===== config.mk =====
export PLATFORM = sky130hd
export DESIGN_NAME = byte_ring_buffer_burst_unit
export DESIGN_NICKNAME = d
export VERILOG_FILES = /design/src/brb_pkg.sv /design/src/brb_ctrl.sv /design/src/brb_datapath.sv /design/src/byte_ring_buffer_burst_unit.sv
export SDC_FILE = /design/constraint.sdc
export NUM_CORES = 1
export LEC_CHECK = 0
export BUFFER_PORTS_ARGS = -buffer_cell sky130_fd_sc_hd__buf_2
export CAP_MARGIN = 20
export CORE_MARGIN = 2
export CORE_UTILIZATION = 35
export DETAILED_ROUTE_END_ITERATION = 8
export GPL_TIMING_DRIVEN = 1
export PLACE_DENSITY_LB_ADDON = 0.3
export SYNTH_ARGS = -nofsm -noshare
export SYNTH_HDL_FRONTEND = slang
export SYNTH_HIERARCHICAL = 1
export SYNTH_SLANG_ARGS = --single-unit

===== constraint.sdc =====
create_clock -name clk -period 7.5 [get_ports clk]
set_clock_uncertainty 0.1 [all_clocks]
set_input_delay 0.75 -clock clk [delete_from_list [all_inputs] [get_ports clk]]
set_output_delay 0.75 -clock clk [all_outputs]
set_load 0.005 [all_outputs]

===== src/brb_pkg.sv =====
`default_nettype none

package brb_pkg;

    localparam int RING_DEPTH_DEF = 32;
    localparam int MAX_BURST_DEF  = 8;

    localparam int LEN_W     = 4;
    localparam int BYTE_W    = 8;
    localparam int NUM_BYTES = 8;
    localparam int SLOT_W    = 3;
    localparam int STATUS_W  = 2;

    localparam int IN_TDATA_W  = 72;
    localparam int OUT_TDATA_W = 72;

    localparam logic [STATUS_W-1:0] ST_OK    = 2'd0;
    localparam logic [STATUS_W-1:0] ST_FULL  = 2'd1;
    localparam logic [STATUS_W-1:0] ST_EMPTY = 2'd2;

    localparam logic OP_WRITE = 1'b0;
    localparam logic OP_READ  = 1'b1;

    typedef struct packed {
        logic load_in;
        logic check;
        logic wr_en;
        logic rd_en;
        logic load_out;
    } brb_cmd_t;

    typedef struct packed {
        logic go_write;
        logic go_read;
        logic last;
        logic out_busy;
    } brb_stat_t;

endpackage

`default_nettype wire


===== src/brb_ctrl.sv =====
`default_nettype none

module brb_ctrl
(
    input  wire logic             clk,
    input  wire logic             rst_n,
    input  wire logic             in_valid,
    output logic                  in_ready,
    input  wire brb_pkg::brb_stat_t stat,
    output brb_pkg::brb_cmd_t     cmd
);

    typedef enum logic [2:0] {
        S_IDLE,
        S_CHECK,
        S_WRITE,
        S_READ,
        S_TAIL,
        S_DONE
    } state_t;

    state_t state_reg;
    state_t state_next;

    always_comb
    begin
        state_next   = state_reg;
        cmd          = '0;
        in_ready     = 1'b0;
        case (state_reg)
            S_IDLE:
            begin
                in_ready = 1'b1;
                if (in_valid)
                begin
                    cmd.load_in = 1'b1;
                    state_next  = S_CHECK;
                end
            end
            S_CHECK:
            begin
                cmd.check = 1'b1;
                if (stat.go_write)
                begin
                    state_next = S_WRITE;
                end
                else if (stat.go_read)
                begin
                    state_next = S_READ;
                end
                else
                begin
                    state_next = S_DONE;
                end
            end
            S_WRITE:
            begin
                cmd.wr_en = 1'b1;
                if (stat.last)
                begin
                    state_next = S_DONE;
                end
            end
            S_READ:
            begin
                cmd.rd_en = 1'b1;
                if (stat.last)
                begin
                    state_next = S_TAIL;
                end
            end
            S_TAIL:
            begin
                state_next = S_DONE;
            end
            S_DONE:
            begin
                if (!stat.out_busy)
                begin
                    cmd.load_out = 1'b1;
                    state_next   = S_IDLE;
                end
            end
            default:
            begin
                state_next = S_IDLE;
            end
        endcase
    end

    always_ff @(posedge clk or negedge rst_n)
    begin
        if (!rst_n)
        begin
            state_reg <= S_IDLE;
        end
        else
        begin
            state_reg <= state_next;
        end
    end

endmodule

`default_nettype wire


===== src/brb_datapath.sv =====
`default_nettype none

module brb_datapath
#(
    parameter int RING_DEPTH = brb_pkg::RING_DEPTH_DEF,
    parameter int MAX_BURST  = brb_pkg::MAX_BURST_DEF
)
(
    input  wire logic                           clk,
    input  wire logic                           rst_n,
    input  wire logic [brb_pkg::IN_TDATA_W-1:0] in_data,
    input  wire logic                           in_func,
    input  wire brb_pkg::brb_cmd_t              cmd,
    output brb_pkg::brb_stat_t                  stat,
    output logic                                out_valid,
    input  wire logic                           out_ready,
    output logic [brb_pkg::OUT_TDATA_W-1:0]     out_data,
    output logic [brb_pkg::STATUS_W-1:0]        out_status
);

    localparam int IW   = (RING_DEPTH > 1) ? $clog2(RING_DEPTH) : 1;
    localparam int CMPW = IW + brb_pkg::LEN_W;
    localparam int DW   = brb_pkg::NUM_BYTES * brb_pkg::BYTE_W;
    localparam int PADW = brb_pkg::OUT_TDATA_W - DW - brb_pkg::LEN_W;

    localparam logic [IW-1:0]   IDX_LAST = IW'(RING_DEPTH - 1);
    localparam logic [CMPW-1:0] ROOM_MAX = CMPW'(RING_DEPTH - 1);
    localparam logic [CMPW-1:0] BURST_X  = CMPW'(MAX_BURST);

    logic [brb_pkg::BYTE_W-1:0] mem [RING_DEPTH];
    logic [brb_pkg::BYTE_W-1:0] mem_q_reg;

    logic                                                 func_reg;
    logic [brb_pkg::LEN_W-1:0]                            len_reg;
    logic [brb_pkg::NUM_BYTES-1:0][brb_pkg::BYTE_W-1:0]   data_reg;
    logic [IW-1:0]                                        rd_idx_reg;
    logic [IW-1:0]                                        wr_idx_reg;
    logic [IW-1:0]                                        used_reg;
    logic [brb_pkg::LEN_W-1:0]                            n_reg;
    logic [brb_pkg::LEN_W-1:0]                            k_reg;
    logic [brb_pkg::STATUS_W-1:0]                         status_reg;
    logic                                                 cap_pend_reg;
    logic [brb_pkg::SLOT_W-1:0]                           cap_slot_reg;

    logic                                                 out_valid_reg;
    logic [brb_pkg::STATUS_W-1:0]                         out_status_reg;
    logic [brb_pkg::LEN_W-1:0]                            out_cnt_reg;
    logic [DW-1:0]                                        out_bytes_reg;

    logic [CMPW-1:0]              len_x;
    logic [CMPW-1:0]              used_x;
    logic [CMPW-1:0]              lim_x;
    logic                         wr_reject;
    logic                         rd_empty;
    logic [brb_pkg::LEN_W-1:0]    n_calc;
    logic [brb_pkg::STATUS_W-1:0] status_calc;
    logic [IW-1:0]                wr_idx_inc;
    logic [IW-1:0]                rd_idx_inc;

    always_comb
    begin
        len_x     = CMPW'(len_reg);
        used_x    = CMPW'(used_reg);
        lim_x     = (len_x > BURST_X) ? BURST_X : len_x;
        wr_reject = (len_x > BURST_X) || (len_x > (ROOM_MAX - used_x));
        rd_empty  = (used_reg == '0);
        if (func_reg == brb_pkg::OP_WRITE)
        begin
            status_calc = wr_reject ? brb_pkg::ST_FULL : brb_pkg::ST_OK;
            n_calc      = wr_reject ? '0 : len_reg;
        end
        else
        begin
            status_calc = rd_empty ? brb_pkg::ST_EMPTY : brb_pkg::ST_OK;
            if (rd_empty)
            begin
                n_calc = '0;
            end
            else if (lim_x > used_x)
            begin
                n_calc = brb_pkg::LEN_W'(used_reg);
            end
            else
            begin
                n_calc = lim_x[brb_pkg::LEN_W-1:0];
            end
        end
        wr_idx_inc = (wr_idx_reg == IDX_LAST) ? '0 : wr_idx_reg + 1'b1;
        rd_idx_inc = (rd_idx_reg == IDX_LAST) ? '0 : rd_idx_reg + 1'b1;
    end

    assign stat.go_write = (func_reg == brb_pkg::OP_WRITE) && (n_calc != '0);
    assign stat.go_read  = (func_reg == brb_pkg::OP_READ) && (n_calc != '0);
    assign stat.last     = (k_reg == n_reg - 1'b1);
    assign stat.out_busy = out_valid_reg && !out_ready;

    // single-port byte store, registered read
    always_ff @(posedge clk)
    begin
        if (cmd.wr_en)
        begin
            mem[wr_idx_reg] <= data_reg[k_reg[brb_pkg::SLOT_W-1:0]];
        end
        else if (cmd.rd_en)
        begin
            mem_q_reg <= mem[rd_idx_reg];
        end
    end

    always_ff @(posedge clk)
    begin
        if (cmd.load_in)
        begin
            func_reg <= in_func;
            len_reg  <= in_data[brb_pkg::LEN_W-1:0];
            data_reg <= in_data[brb_pkg::LEN_W +: DW];
        end
        else if (cmd.check && (func_reg == brb_pkg::OP_READ))
        begin
            data_reg <= '0;
        end
        else if (cap_pend_reg)
        begin
            data_reg[cap_slot_reg] <= mem_q_reg;
        end
        if (cmd.check)
        begin
            status_reg <= status_calc;
            n_reg      <= n_calc;
        end
        if (cmd.rd_en)
        begin
            cap_slot_reg <= k_reg[brb_pkg::SLOT_W-1:0];
        end
        if (cmd.load_out)
        begin
            out_status_reg <= status_reg;
            out_cnt_reg    <= (func_reg == brb_pkg::OP_READ) ? n_reg : '0;
            out_bytes_reg  <= (func_reg == brb_pkg::OP_READ) ? data_reg : '0;
        end
    end

    always_ff @(posedge clk or negedge rst_n)
    begin
        if (!rst_n)
        begin
            rd_idx_reg    <= '0;
            wr_idx_reg    <= '0;
            used_reg      <= '0;
            k_reg         <= '0;
            cap_pend_reg  <= 1'b0;
            out_valid_reg <= 1'b0;
        end
        else
        begin
            cap_pend_reg <= cmd.rd_en;
            if (cmd.check)
            begin
                k_reg <= '0;
            end
            else if (cmd.wr_en || cmd.rd_en)
            begin
                k_reg <= k_reg + 1'b1;
            end
            if (cmd.wr_en)
            begin
                wr_idx_reg <= wr_idx_inc;
                used_reg   <= used_reg + 1'b1;
            end
            else if (cmd.rd_en)
            begin
                rd_idx_reg <= rd_idx_inc;
                used_reg   <= used_reg - 1'b1;
            end
            if (cmd.load_out)
            begin
                out_valid_reg <= 1'b1;
            end
            else if (out_ready)
            begin
                out_valid_reg <= 1'b0;
            end
        end
    end

    assign out_valid  = out_valid_reg;
    assign out_status = out_status_reg;
    assign out_data   = {{PADW{1'b0}}, out_bytes_reg, out_cnt_reg};

endmodule

`default_nettype wire


===== src/byte_ring_buffer_burst_unit.sv =====
// Channel   Dir  tdata (low bit up)                            tuser
// s_axis    in   burst_length[3:0], write_byte_0..7, pad to 72  func
// m_axis    out  byte_count[3:0], read_byte_0..7, pad to 72     status
//
// One transaction at a time, in order: accept, check, write or read of the bytes (a read
// also passes a tail state), hand-over; rejected writes and empty reads skip the bytes.
// The single-port byte store moves one byte per cycle.
// rst_n clears indices, fill level and handshake state; store contents are not cleared.
// A stalled m_axis result holds; the unit takes the next transaction meanwhile
// and waits before its own result only while the output is still occupied.
`default_nettype none

module byte_ring_buffer_burst_unit
#(
    parameter int RING_DEPTH = brb_pkg::RING_DEPTH_DEF,
    parameter int MAX_BURST  = brb_pkg::MAX_BURST_DEF
)
(
    input  wire logic                            clk,
    input  wire logic                            rst_n,
    input  wire logic                            s_axis_tvalid,
    output logic                                 s_axis_tready,
    input  wire logic [brb_pkg::IN_TDATA_W-1:0]  s_axis_tdata,  // burst_length, write_byte_0..7
    input  wire logic                            s_axis_tuser,  // func
    output logic                                 m_axis_tvalid,
    input  wire logic                            m_axis_tready,
    output logic [brb_pkg::OUT_TDATA_W-1:0]      m_axis_tdata,  // byte_count, read_byte_0..7
    output logic [brb_pkg::STATUS_W-1:0]         m_axis_tuser   // status
);

    brb_pkg::brb_cmd_t  cmd;
    brb_pkg::brb_stat_t stat;

    brb_ctrl u_ctrl
    (
        .clk      (clk),
        .rst_n    (rst_n),
        .in_valid (s_axis_tvalid),
        .in_ready (s_axis_tready),
        .stat     (stat),
        .cmd      (cmd)
    );

    brb_datapath
    #(
        .RING_DEPTH (RING_DEPTH),
        .MAX_BURST  (MAX_BURST)
    )
    u_dp
    (
        .clk        (clk),
        .rst_n      (rst_n),
        .in_data    (s_axis_tdata),
        .in_func    (s_axis_tuser),
        .cmd        (cmd),
        .stat       (stat),
        .out_valid  (m_axis_tvalid),
        .out_ready  (m_axis_tready),
        .out_data   (m_axis_tdata),
        .out_status (m_axis_tuser)
    );

endmodule

`default_nettype wire


==> Word-level counts from Yosys, hierarchy flattened <==
Memories as Yosys holds them, arrays and structs flattened. A register that Yosys moved wholly into a read port is not among the register bits.
Index checks and enable logic that the tools add are counted.
Widths: inputs -> output; s select.
{ "classes": {"n_addsub": 7, "magnitude_cmp": 6, "eq_ne": 12, "n_mux": 41, "n_bitwise": 2, "n_reduce_logical": 17} }
{ "op_table": {"columns": ["op", "n"], "rows": [
  ["$mux 64", 3],
  ["$bwmux 64", 1],
  ["$mux 4", 7],
  ["$bmux 8 s3", 1],
  ["$demux 8 s3", 1],
  ["$mux 5", 4],
  ["$mux 3", 6],
  ["$pmux 3 s6", 1],
  ["$mux 8", 2],
  ["$add 5x1->5 const B", 3],
  ["$mux 1", 13],
  ["$eq 5x5->1 const B", 2],
  ["$gt 4x9->1", 1],
  ["$gt 9x5->1", 1],
  ["$lt 3x4->1 const B", 2],
  ["$ne 2x2->1 const B", 4],
  ["$eq 3x2->1 const B", 2],
  ["$eq 3x3->1 const B", 2],
  ["$reduce_bool 2->1", 3],
  ["$sub 5x5->6 const A", 1],
  ["$logic_and 1x1->1", 5],
  ["$logic_not 5->1", 1],
  ["$sub 5x1->5 const B", 1],
  ["$add 4x1->4 const B", 1],
  ["14 further kinds", 17]
]} }
{ "word_totals": {"reg_bits": 172, "ramBits": 256, "inputBits": 77, "out_inout_bits": 76, "word_cells": 109, "memories": 1} }
{ "mem_list": {"columns": ["name", "depth", "width", "rd", "rd_ports_with_merged_regs", "wr", "line", "source"], "rows": [
  ["u_dp.mem", 32, 8, 1, 1, 1, "brb_datapath.sv:30", "logic [brb_pkg::BYTE_W-1:0] mem [RING_DEPTH];"]
]} }

==> Longest topological paths before layout <==
Gate-level depths: netlist of the first run.
{ "depth": {"word_depth": 11, "depth_mapped": 10, "depth_no_buf": 10} }

==> Cells and area by module <==
The synthesis of the first run kept the hierarchy.
{ "modules_own_cells": {"columns": ["mod", "n_inst", "cells_each", "area_per_inst_um2", "seq_area_each_um2"], "rows": [
  ["brb_datapath", 1, 1101, 17899.7, 12897.4],
  ["brb_ctrl", 1, 26, 236.5, 75.1]
]} }

==> Least setup slack after synthesis of the first run <==
OpenSTA, ideal clock, no wires.
{ "synth_timing": {"path_type": "input to register", "start": "in m_axis_tready", "end": "reg u_dp.out_valid_reg (netlist: u_dp/out_valid)", "arrival_ns": 6.622, "t_required_ns": 7.305, "slack_ns": 0.683, "path_stages": 4, "path_buffers": 0, "cell_sequence": "nor2b_1 > nand2b_1 > nor3b_1 > or2_2"} }
{ "synth_rtl": {"columns": ["item", "line", "source"], "rows": [
  ["from (decl)", "byte_ring_buffer_burst_unit.sv:26", "input wire logic m_axis_tready,"],
  ["to (signal assigned)", "brb_datapath.sv:152", "out_valid_reg <= 1'b0;"],
  ["to (signal assigned)", "brb_datapath.sv:177", "out_valid_reg <= 1'b1;"],
  ["to (signal assigned)", "brb_datapath.sv:181", "out_valid_reg <= 1'b0;"],
  ["to (decl)", "brb_datapath.sv:45", "logic out_valid_reg;"]
]} }

==> results.sh, run 1 <==
export IMPL_cts_setup_buffers=0
export IMPL_dieArea_um2=53700
export IMPL_routedWlPerCell_um=21.3
export IMPL_viasPerCell=5.09
export IMPL_syn_area_um2=18100
export IMPL_rsz0062_at_grt="no"
export IMPL_holdBufCountCts=0
export IMPL_die_w_um=232
export IMPL_slew_violations=0
export IMPL_path_max_fanout=58
export IMPL_ys_warnings_count=6
export IMPL_max_freq_mhz=341
export IMPL_critPathCaptureType="register"
export IMPL_synth_edf_count=412
export IMPL_drive_gt1_share_pct=22.2
export IMPL_grt_start_max_net_pins=78
export IMPL_largest_register_ffs=256
export IMPL_async_reset_ff_share_pct=5.50
export IMPL_max_cap_viol_count=0
export IMPL_timing_final_crit_share_pct=39.1
export IMPL_setup_ws_ns=4.57
export IMPL_vias=10100
export IMPL_min_period_ns=2.93
export IMPL_finalHoldViolations=0
export IMPL_crit_type="register to register"
export IMPL_wl_mm=42.5
export IMPL_ys_types=53
export IMPL_status="complete, no violations"
export IMPL_fin_nets=1380
export IMPL_grt_first_pass_wirelength_mm=63.6
export IMPL_clockRootBuffer="clkbuf_16"
export IMPL_hp_class="input pin to asynchronous set/reset pin"
export IMPL_initial_core_util_pct=35.4
export IMPL_gr_total_overflow=0
export IMPL_core_area_um2=51300
export IMPL_clkLatencyLatePin_ns=0.59
export IMPL_drt_initial_drc_count=774
export IMPL_htree_levels=2
export IMPL_grt_pass1_vias=10500
export IMPL_area_growth_pct=15.2
export IMPL_clk_pin_slew_ns=0.06
export IMPL_port_buffers=144
export IMPL_crit_arrival_ns=3.12
export IMPL_track_usage_pct=15.9
export IMPL_synthCells=1127
export IMPL_fin_setup_tns_ns=0
export IMPL_reg2reg_setup_slack_ns=4.57
export IMPL_grt_antenna_before_repair=0
export IMPL_num_rows=83
export IMPL_synth_avg_cell_area_um2=16.1
export IMPL_dp_hpwl_mm=27.4
export IMPL_ir_drop_uv=176
export IMPL_cts_sinks=436
export IMPL_cts_inserted_buffers=46
export IMPL_relSlewSlack_pct=29.8
export IMPL_routabilityCongestion=0.827
export IMPL_yosysSeqAreaShare_pct=71.5
export IMPL_ys_ff_latch=436
export IMPL_cts_max_path_buffers=3
export IMPL_diodes=0
export IMPL_setup_viol=0
export IMPL_cts_tree="done"
export IMPL_cts_resized=0
export IMPL_tightest_slew_ns=1.05
export IMPL_die_h_um=232
export IMPL_post_place_ws_ns=4.60
export IMPL_ant_nets=0
export IMPL_critPathLaunchType="register"
export IMPL_cp_data_required_time_ns=7.68
export IMPL_leakagePower_nw=7.24
export IMPL_firstDrtPassIters=5
export IMPL_power_density_nw_per_um2=401
export IMPL_route_detailed_drc=0
export IMPL_synth_top_flop_cell="edfxtp_1"
export IMPL_ioPinCount=153
==> cell usage in the layout, fill, tap and decap left out, drive strengths merged, types with 5 or more instances in the layout <==
cell,instances
a21oi,13
a22oi,48
and2,70
buf,166
clkbuf,61
clkinv,15
dfrtp,24
edfxtp,412
ha,20
inv,14
mux2,13
mux2i,65
mux4,48
nand2,92
nand3,22
nand3b,8
nand4,9
nor2,49
nor2b,6
nor3b,6
o21ai,86
or3,5
xnor2,8
xor2,5
==> Yosys cell counts, drive strengths merged (22+ instances only) <==
library cell  count  area share [%]
dfrtp            24             3.3
and2             70             2.4
mux2i            65             3.6
o21ai            86             2.4
edfxtp          412              68
mux4             48             6.1
buf              34             1.4
nor2             49             1.0
a22oi            48             2.0
nand3            22            0.61
clkbuf           28            0.59
nand2            92             1.9
==> worst paths after layout <==
| kind | from | to | cells after the start |
|---|---|---|---|
| hold reg to reg | u_dp/status_reg[1] | u_dp/out_status[1] | 0 |
| setup / recovery | u_dp/rd_idx_reg[0] | u_dp/mem_q_reg[6] | 4 |
| hold / removal | rst_n | u_dp/rd_idx_reg[3] | 1 |
| setup reg to reg | u_dp/rd_idx_reg[0] | u_dp/mem_q_reg[6] | 4 |
| min in group clk | s_axis_tuser | u_dp/func_reg | 1 |
| max in group asynchronous | rst_n | u_dp/rd_idx_reg[0] | 1 |
==> worst max-delay path: stages (launching register included) <==
cell	delay, ns
dfrtp_4	0.55
buf_4	0.80
mux4_2	0.60
a22oi_1	0.30
nand4_1	0.17
==> routing by layer <==
layer,track usage (%),vias to the layer above,wire length (µm)
met3,2.57,85,2300
met4,6.77,0,1550
met5,0,-,0
li1,-,4648,-
met1,21.1,5086,18400
met2,25.9,321,20200
==> through the flow <==
stage | total power [mW] | hold slack [ns] | cell area, µm² | util (%) | cells
4_1_cts | 8.47 | 0.0766 | 20900 | 40.7 | 1992
3_5_place_dp | 6.38 | 0.308 | 19500 | 38.1 | 1913
2_1_floorplan | 5.42 | 0.300 | 18100 | - | 1130
6_report | 8.37 | 0.0739 | 20900 | 40.7 | 1993
5_1_grt | 8.80 | 0.124 | 20900 | 40.7 | 1993
3_3_place_gp | 6.29 | 0.307 | 19500 | 38.0 | 1911
==> report_power, final <==
group,switching (mW),leakage [nW],internal (mW),total (mW)
clock network,0.914,0.660,1.17,2.08
logic,1.63,2.51,0.862,2.49
registers,0.256,4.07,3.54,3.80
total,2.80,7.24,5.57,8.37
==> final cells by class <==
class                   instances  area, µm²
clock buffers                  61       1250
clock inverters                18        114
fillers                      4689      30400
inverters                      13       48.8
multi-input cells             619       4770
flip-flops and latches        436      13000
well taps                     680        851
repair buffers                166        887
==> cell families (layout without fill, tap and decap cells) <==
kind of cell / after synthesis / count (layout) / share of synthesized area (%)
other: 1 / 4 / 0.0207
multiplexers: 126 / 126 / 10.5
buffers and inverters: 75 / 258 / 2.25
adder cells (fa/ha/maj): 21 / 21 / 1.49
AO/OA/AOI/OAI: 165 / 165 / 5.50
flip-flops: 436 / 436 / 71.5
AND/OR/NAND/NOR: 290 / 290 / 8.13
XOR/XNOR: 13 / 13 / 0.628
Note: power is estimated with default switching activity, not from simulation.
==> run 2, diff against run 1 <==
--- a/config.mk
+++ b/config.mk
@@ -5,6 +5,7 @@
 export SDC_FILE = /design/constraint.sdc
 export NUM_CORES = 1
 export LEC_CHECK = 0
+export ABC_AREA = 1
 export BUFFER_PORTS_ARGS = -buffer_cell sky130_fd_sc_hd__buf_2
 export CAP_MARGIN = 20
 export CORE_MARGIN = 2
==> constraint.sdc (replaced) <==
create_clock -name clk -period 2.83 [get_ports clk]
set_clock_uncertainty 0.1 [all_clocks]
set_input_delay 0.283 -clock clk [delete_from_list [all_inputs] [get_ports clk]]
set_output_delay 0.283 -clock clk [all_outputs]
set_load 0.005 [all_outputs]
==> results.sh, run 2 <==
export IMPL_vias=13300
export IMPL_critPathLaunchType="register"
export IMPL_power_density_nw_per_um2=1070
export IMPL_setup_viol=0
export IMPL_grt_pass1_vias=12900
export IMPL_synth_edf_count=412
export IMPL_die_w_um=234
export IMPL_ys_types=37
export IMPL_synth_top_area_share_pct=66.9
export IMPL_netlist_top_cell_by_area="edfxtp_1"
export IMPL_gr_total_overflow=0
export IMPL_relSlewSlack_pct=49.8
export IMPL_die_h_um=234
export IMPL_cts_tree="done"
export IMPL_final_cells=2622
export IMPL_initial_core_util_pct=35.3
export IMPL_setup_ws_ns=0.215
export IMPL_synth_top_flop_cell="edfxtp_1"
export IMPL_fin_setup_tns_ns=0
export IMPL_grt_first_pass_wirelength_mm=74.4
export IMPL_wl_mm=49.1
export IMPL_slowest_delay_ns=0.49
export IMPL_drive_gt1_share_pct=16.8
export IMPL_timing_final_crit_share_pct=92.4
export IMPL_cp_data_required_time_ns=3.19
export IMPL_num_rows=84
export IMPL_largest_register_ffs=256
export IMPL_status="complete, no violations"
export IMPL_final_cell_area_um2=22800
export IMPL_grt_start_max_net_pins=72
export IMPL_ant_nets=0
export IMPL_worstReg2RegStart="u_dp/len_reg[3]"
export IMPL_hp_start="s_axis_tvalid"
export IMPL_port_buffers=144
export IMPL_whs_ns=0.100
export IMPL_regArea_um2=13000
export IMPL_yosysSeqAreaShare_pct=70.1
export IMPL_viasPerCell=5.05
export IMPL_cts_inserted_buffers=46
export IMPL_core_area_um2=52400
export IMPL_clkLatencyLatePin_ns=0.59
export IMPL_hp_class="input pin to register"
export IMPL_route_met3_wl_mm=3.00
export IMPL_crit_arrival_ns=2.97
export IMPL_drt_initial_drc_count=1296
export IMPL_max_freq_mhz=382
export IMPL_post_place_ws_ns=0.232
export IMPL_min_period_ns=2.62
export IMPL_placedCellCount=2465
export IMPL_track_usage_pct=17.8
export IMPL_path_max_fanout=6
export IMPL_dp_hpwl_mm=31.4
export IMPL_cpMaxStageDelayCell="edfxtp_1"
export IMPL_critPathLaunch="u_dp/len_reg[3]"
export IMPL_synth_area_leaders="edfxtp_1 67%, o21ai_0 7.0%, nor2_1 5.6%"
export IMPL_area_growth_pct=23.0
export IMPL_firstDrtPassIters=8
export IMPL_multi_input_area_um2=4740
export IMPL_leakagePower_nw=8.71
export IMPL_synthCells=1633
export IMPL_mostFrequentLayoutCell="edfxtp_1"
export IMPL_routedWlPerCell_um=18.7
export IMPL_htree_levels=2
export IMPL_layout_common_cells="412 x edfxtp_1, 269 x nor2_1, 259 x o21ai_0"
export IMPL_placed_area_um2=20500
export IMPL_ys_warnings_count=6
export IMPL_slew_violations=0
export IMPL_cpMostUsedCell="nand2_1"
export IMPL_fill_cells=4837
export IMPL_synth_avg_cell_area_um2=11.3
export IMPL_fin_nets=1995
export IMPL_tightest_slew_ns=0.753
export IMPL_critPathCaptureType="register"
export IMPL_ioPinCount=153
export IMPL_ir_drop_uv=693
export IMPL_top_layer_used="met4"
export IMPL_ys_ff_latch=436
export IMPL_max_cap_viol_count=0
export IMPL_crit_type="register to register"
export IMPL_cp_cell_sequence="ha_1 -> inv_1 -> nor2_1 -> nand3_1 -> nand3_1 -> nand2_2 -> nand2_1 -> nand3_1 -> nand2_1 -> nor2_1 -> a21oi_1 -> nor2_1 -> nand2_1 -> nand2_1 -> and2_1 -> nand2_1 -> nand2_1"
export IMPL_diodes=0
export IMPL_cts_max_path_buffers=3
export IMPL_total_power_mw=24.5
export IMPL_synthTopCellsByCount="412 x edfxtp_1, 274 x nor2_1, 259 x o21ai_0"
export IMPL_yosys_cell_count_top_type="edfxtp_1"
export IMPL_fin_util_pct=43.4
export IMPL_cts_sinks=436
export IMPL_async_reset_ff_share_pct=5.50
export IMPL_clk_pin_slew_ns=0.06
export IMPL_syn_area_um2=18500
export IMPL_wl_met1_mm=20.8
export IMPL_dieArea_um2=54700
export IMPL_route_detailed_drc=0
export IMPL_grt_antenna_before_repair=0
export IMPL_wl_met2_mm=23.6
export IMPL_routabilityCongestion=0.841
export IMPL_clockRootBuffer="clkbuf_16"
export IMPL_finalHoldViolations=0
==> run 2: cell count changes in the layout (fill, tap and decap cells not counted), sizes merged, moves of 65 or more <==
cell | before | now
and2 | 70 | 1
inv | 14 | 128
nor2 | 49 | 276
mux2i | 65 | 0
dlygate4sd3 | 0 | 71
o22ai | 3 | 69
nand2 | 92 | 228
o21ai | 86 | 277
==> run 2: kinds of logic after synthesis <==
kind of cell,Yosys count,synth area share [%]
buf+inv,213,4.79
flops,436,70.1
fa+ha+maj,21,1.46
compound gates,381,11.0
simple gates,573,12.2
xor+xnor,8,0.379
other cells,1,0.0203
==> run 2: worst paths after layout <==
check                                      end  slack (ns)  depth (start not counted)
hold / removal             u_ctrl/state_reg[0]        0.10                          5
setup reg to reg           u_ctrl/state_reg[2]        0.21                         17
setup / recovery           u_ctrl/state_reg[2]        0.21                         17
min in group asynchronous   u_dp/rd_idx_reg[4]        0.19                          2
max in group asynchronous   u_dp/rd_idx_reg[0]        1.92                          2
hold reg to reg             u_dp/out_status[0]        0.32                          0
==> run 2: layout make-up <==
class / count / share of cell area [%]
multi-input combinational: 987 / 20.8
clock inverter: 18 / 0.918
timing repair buffer: 297 / 9.38
tap: 688 / 3.78
clock buffer: 67 / 5.94
sequential: 436 / 57.0
inverter: 129 / 2.13
==> run 2: per-layer routing <==
metal | track usage [%] | vias to the layer above
met3 | 2.77 | 111
met1 | 23.1 | 6431
met4 | 6.90 | 0
met2 | 29.9 | 462
li1 | - | 6248
met5 | 0 | -
==> run 2: timing repair <==
action                                  4_1_cts  5_1_grt
hold endpoints to repair                     94        0
setup buffers                                 0        1
gates resized for setup                       0        4
hold buffers                                 71        0
endpoints found under the setup margin        0        1
==> run 2: report_power, final <==
group	total [mW]	switching, mW	internal (mW)	leakage (nW)
combinational	8.31	5.90	2.41	3.85
clock	6.14	2.46	3.68	0.766
sequential	10.0	0.503	9.51	4.09
total	24.5	8.87	15.6	8.71
==> run 2: critical path: cells and delay by family, from the launching register on <==
kind | cells | cell delay, ns
and+or+nand+nor | 14 | 1.33
DFF | 1 | 0.49
adders and majority gates | 1 | 0.32
AOI/OAI and AO/OA | 1 | 0.20
buffers and inverters | 1 | 0.06
==> run 3, diff against run 2 <==
--- a/config.mk
+++ b/config.mk
@@ -5,14 +5,13 @@
 export SDC_FILE = /design/constraint.sdc
 export NUM_CORES = 1
 export LEC_CHECK = 0
-export ABC_AREA = 1
 export BUFFER_PORTS_ARGS = -buffer_cell sky130_fd_sc_hd__buf_2
 export CAP_MARGIN = 20
 export CORE_MARGIN = 2
 export CORE_UTILIZATION = 35
 export DETAILED_ROUTE_END_ITERATION = 8
 export GPL_TIMING_DRIVEN = 1
-export PLACE_DENSITY_LB_ADDON = 0.3
+export PLACE_DENSITY = 0.5
 export SYNTH_ARGS = -nofsm -noshare
 export SYNTH_HDL_FRONTEND = slang
 export SYNTH_HIERARCHICAL = 1
==> results.sh, run 3 (synthesis results as in run 1) <==
export IMPL_dp_hpwl_mm=29.3
export IMPL_layout_common_cells="412 x edfxtp_1, 145 x buf_2, 92 x nand2_1"
export IMPL_wl_mm=46.5
export IMPL_cts_sinks=436
export IMPL_htree_levels=2
export IMPL_fin_nets=1499
export IMPL_core_area_um2=51300
export IMPL_finalHoldViolations=0
export IMPL_grt_use_met1_pct=24.2
export IMPL_route_detailed_drc=0
export IMPL_max_cap_viol_count=0
export IMPL_total_power_mw=23.4
export IMPL_area_growth_pct=22.5
export IMPL_whs_ns=0.190
export IMPL_grt_start_max_net_pins=72
export IMPL_cp_data_required_time_ns=3.22
export IMPL_ir_drop_uv=531
export IMPL_drive_gt1_share_pct=24.1
export IMPL_routabilityCongestion=0.809
export IMPL_crit_type="register to register"
export IMPL_dieArea_um2=53700
export IMPL_max_freq_mhz=403
export IMPL_status="complete, no violations"
export IMPL_cts_tree="done"
export IMPL_viasPerCell=5.06
export IMPL_drt_initial_drc_count=886
export IMPL_post_place_ws_ns=0.346
export IMPL_clk_pin_slew_ns=0.06
export IMPL_tightest_slew_ns=0.841
export IMPL_rsz0062_at_grt="no"
export IMPL_port_buffers=144
export IMPL_cts_max_path_buffers=3
export IMPL_cts_setup_buffers=0
export IMPL_setup_viol=0
export IMPL_track_usage_pct=17.4
export IMPL_num_rows=83
export IMPL_die_h_um=232
export IMPL_grt_first_pass_wirelength_mm=68.6
export IMPL_path_max_fanout=8
export IMPL_clkLatencyLatePin_ns=0.59
export IMPL_critPathCaptureType="register"
export IMPL_grt_pass1_vias=10900
export IMPL_timing_final_crit_share_pct=87.6
export IMPL_placed_area_um2=20000
export IMPL_crit_arrival_ns=2.87
export IMPL_largest_register_ffs=256
export IMPL_critPathLaunchType="register"
export IMPL_fill_cells=4570
export IMPL_firstDrtPassIters=5
export IMPL_setup_ws_ns=0.351
export IMPL_mostFrequentLayoutCell="edfxtp_1"
export IMPL_slew_violations=0
export IMPL_ioPinCount=153
export IMPL_cts_inserted_buffers=48
export IMPL_fin_setup_tns_ns=0
export IMPL_clockRootBuffer="clkbuf_16"
export IMPL_final_cell_area_um2=22200
export IMPL_relSlewSlack_pct=43.9
export IMPL_diodes=0
export IMPL_grt_use_met2_pct=28.1
export IMPL_initial_core_util_pct=35.4
export IMPL_ant_nets=0
export IMPL_routedWlPerCell_um=21.9
export IMPL_use_met3_pct=2.33
export IMPL_min_period_ns=2.48
export IMPL_power_density_nw_per_um2=1050
export IMPL_cts_resized=0
export IMPL_vias=10700
export IMPL_hp_class="input pin to asynchronous set/reset pin"
export IMPL_leakagePower_nw=7.91
export IMPL_busiest_layer="met2"
export IMPL_grt_antenna_before_repair=0
export IMPL_die_w_um=232
export IMPL_gr_total_overflow=0
run 3: cell types whose count changed in the layout (fill, tap and decap cells not counted), sizes merged, moves of 66 or more:
cell	previous run	this run
o22ai	69	3
and2	1	70
o21ai	277	86
inv	128	15
nand2	228	92
nor2	276	49
run 3: worst paths after layout:
kind | end | start | slack (ns) | depth (start not counted)
min reg2reg | u_dp/out_status[0] | u_dp/status_reg[0] | 0.32 | 0
max reg2reg | u_ctrl/state_reg[2] | u_dp/len_reg[3] | 0.35 | 9
max | u_ctrl/state_reg[2] | u_dp/len_reg[3] | 0.35 | 9
min | u_dp/rd_idx_reg[3] | rst_n | 0.19 | 2
min in group clk | u_dp/out_status[0] | u_dp/status_reg[0] | 0.32 | 0
max in group asynchronous | u_dp/rd_idx_reg[0] | rst_n | 1.97 | 2
run 3: repair_timing:
action	in CTS	in global routing
endpoints found under the hold margin	95	0
hold buffers	72	0
setup endpoints to repair	0	0
run 3: metal layers:
metal  vias to the layer above  share of wire (%)
li1                       4890                  -
met2                       305                 47
met5                         -                  0
met1                      5450                 45
met3                        75                4.6
met4                         0                2.9
run 3: worst max-delay path: stages, from the launching register on:
cell and delay [ns]:
edfxtp_1 0.50, nand2b_1 0.24, ha_1 0.29, a41oi_1 0.22, o21a_1 0.30, mux2i_1 0.21, nor2_1 0.07, nor4b_1 0.26
a21oi_1 0.07, o21ai_1 0.14
run 3: power breakdown:
| group | switching [mW] | internal, mW | total [mW] |
|---|---|---|---|
| Clock | 2.51 | 3.61 | 6.12 |
| Sequential | 0.563 | 9.39 | 9.95 |
| Combinational | 4.70 | 2.59 | 7.29 |
| Total | 7.77 | 15.6 | 23.4 |
run 3: area by class of cell:
cell class / instances / area [µm²] / share of cell area, %
Clock buffer: 57 / 1260 / 5.65
Clock inverter: 32 / 277 / 1.24
Inverter: 13 / 48.8 / 0.220
Multi-Input combinational cell: 619 / 4790 / 21.6
Sequential cell: 436 / 13000 / 58.4
Tap cell: 680 / 851 / 3.83
Timing Repair Buffer: 283 / 2020 / 9.09
run 3: through the flow:
stage	cells	util, %
detailed placement	1958	38.9
global route	2120	43.3
global placement	1957	38.9
CTS	2119	43.3
finish	2120	43.3
floorplan	1130	-
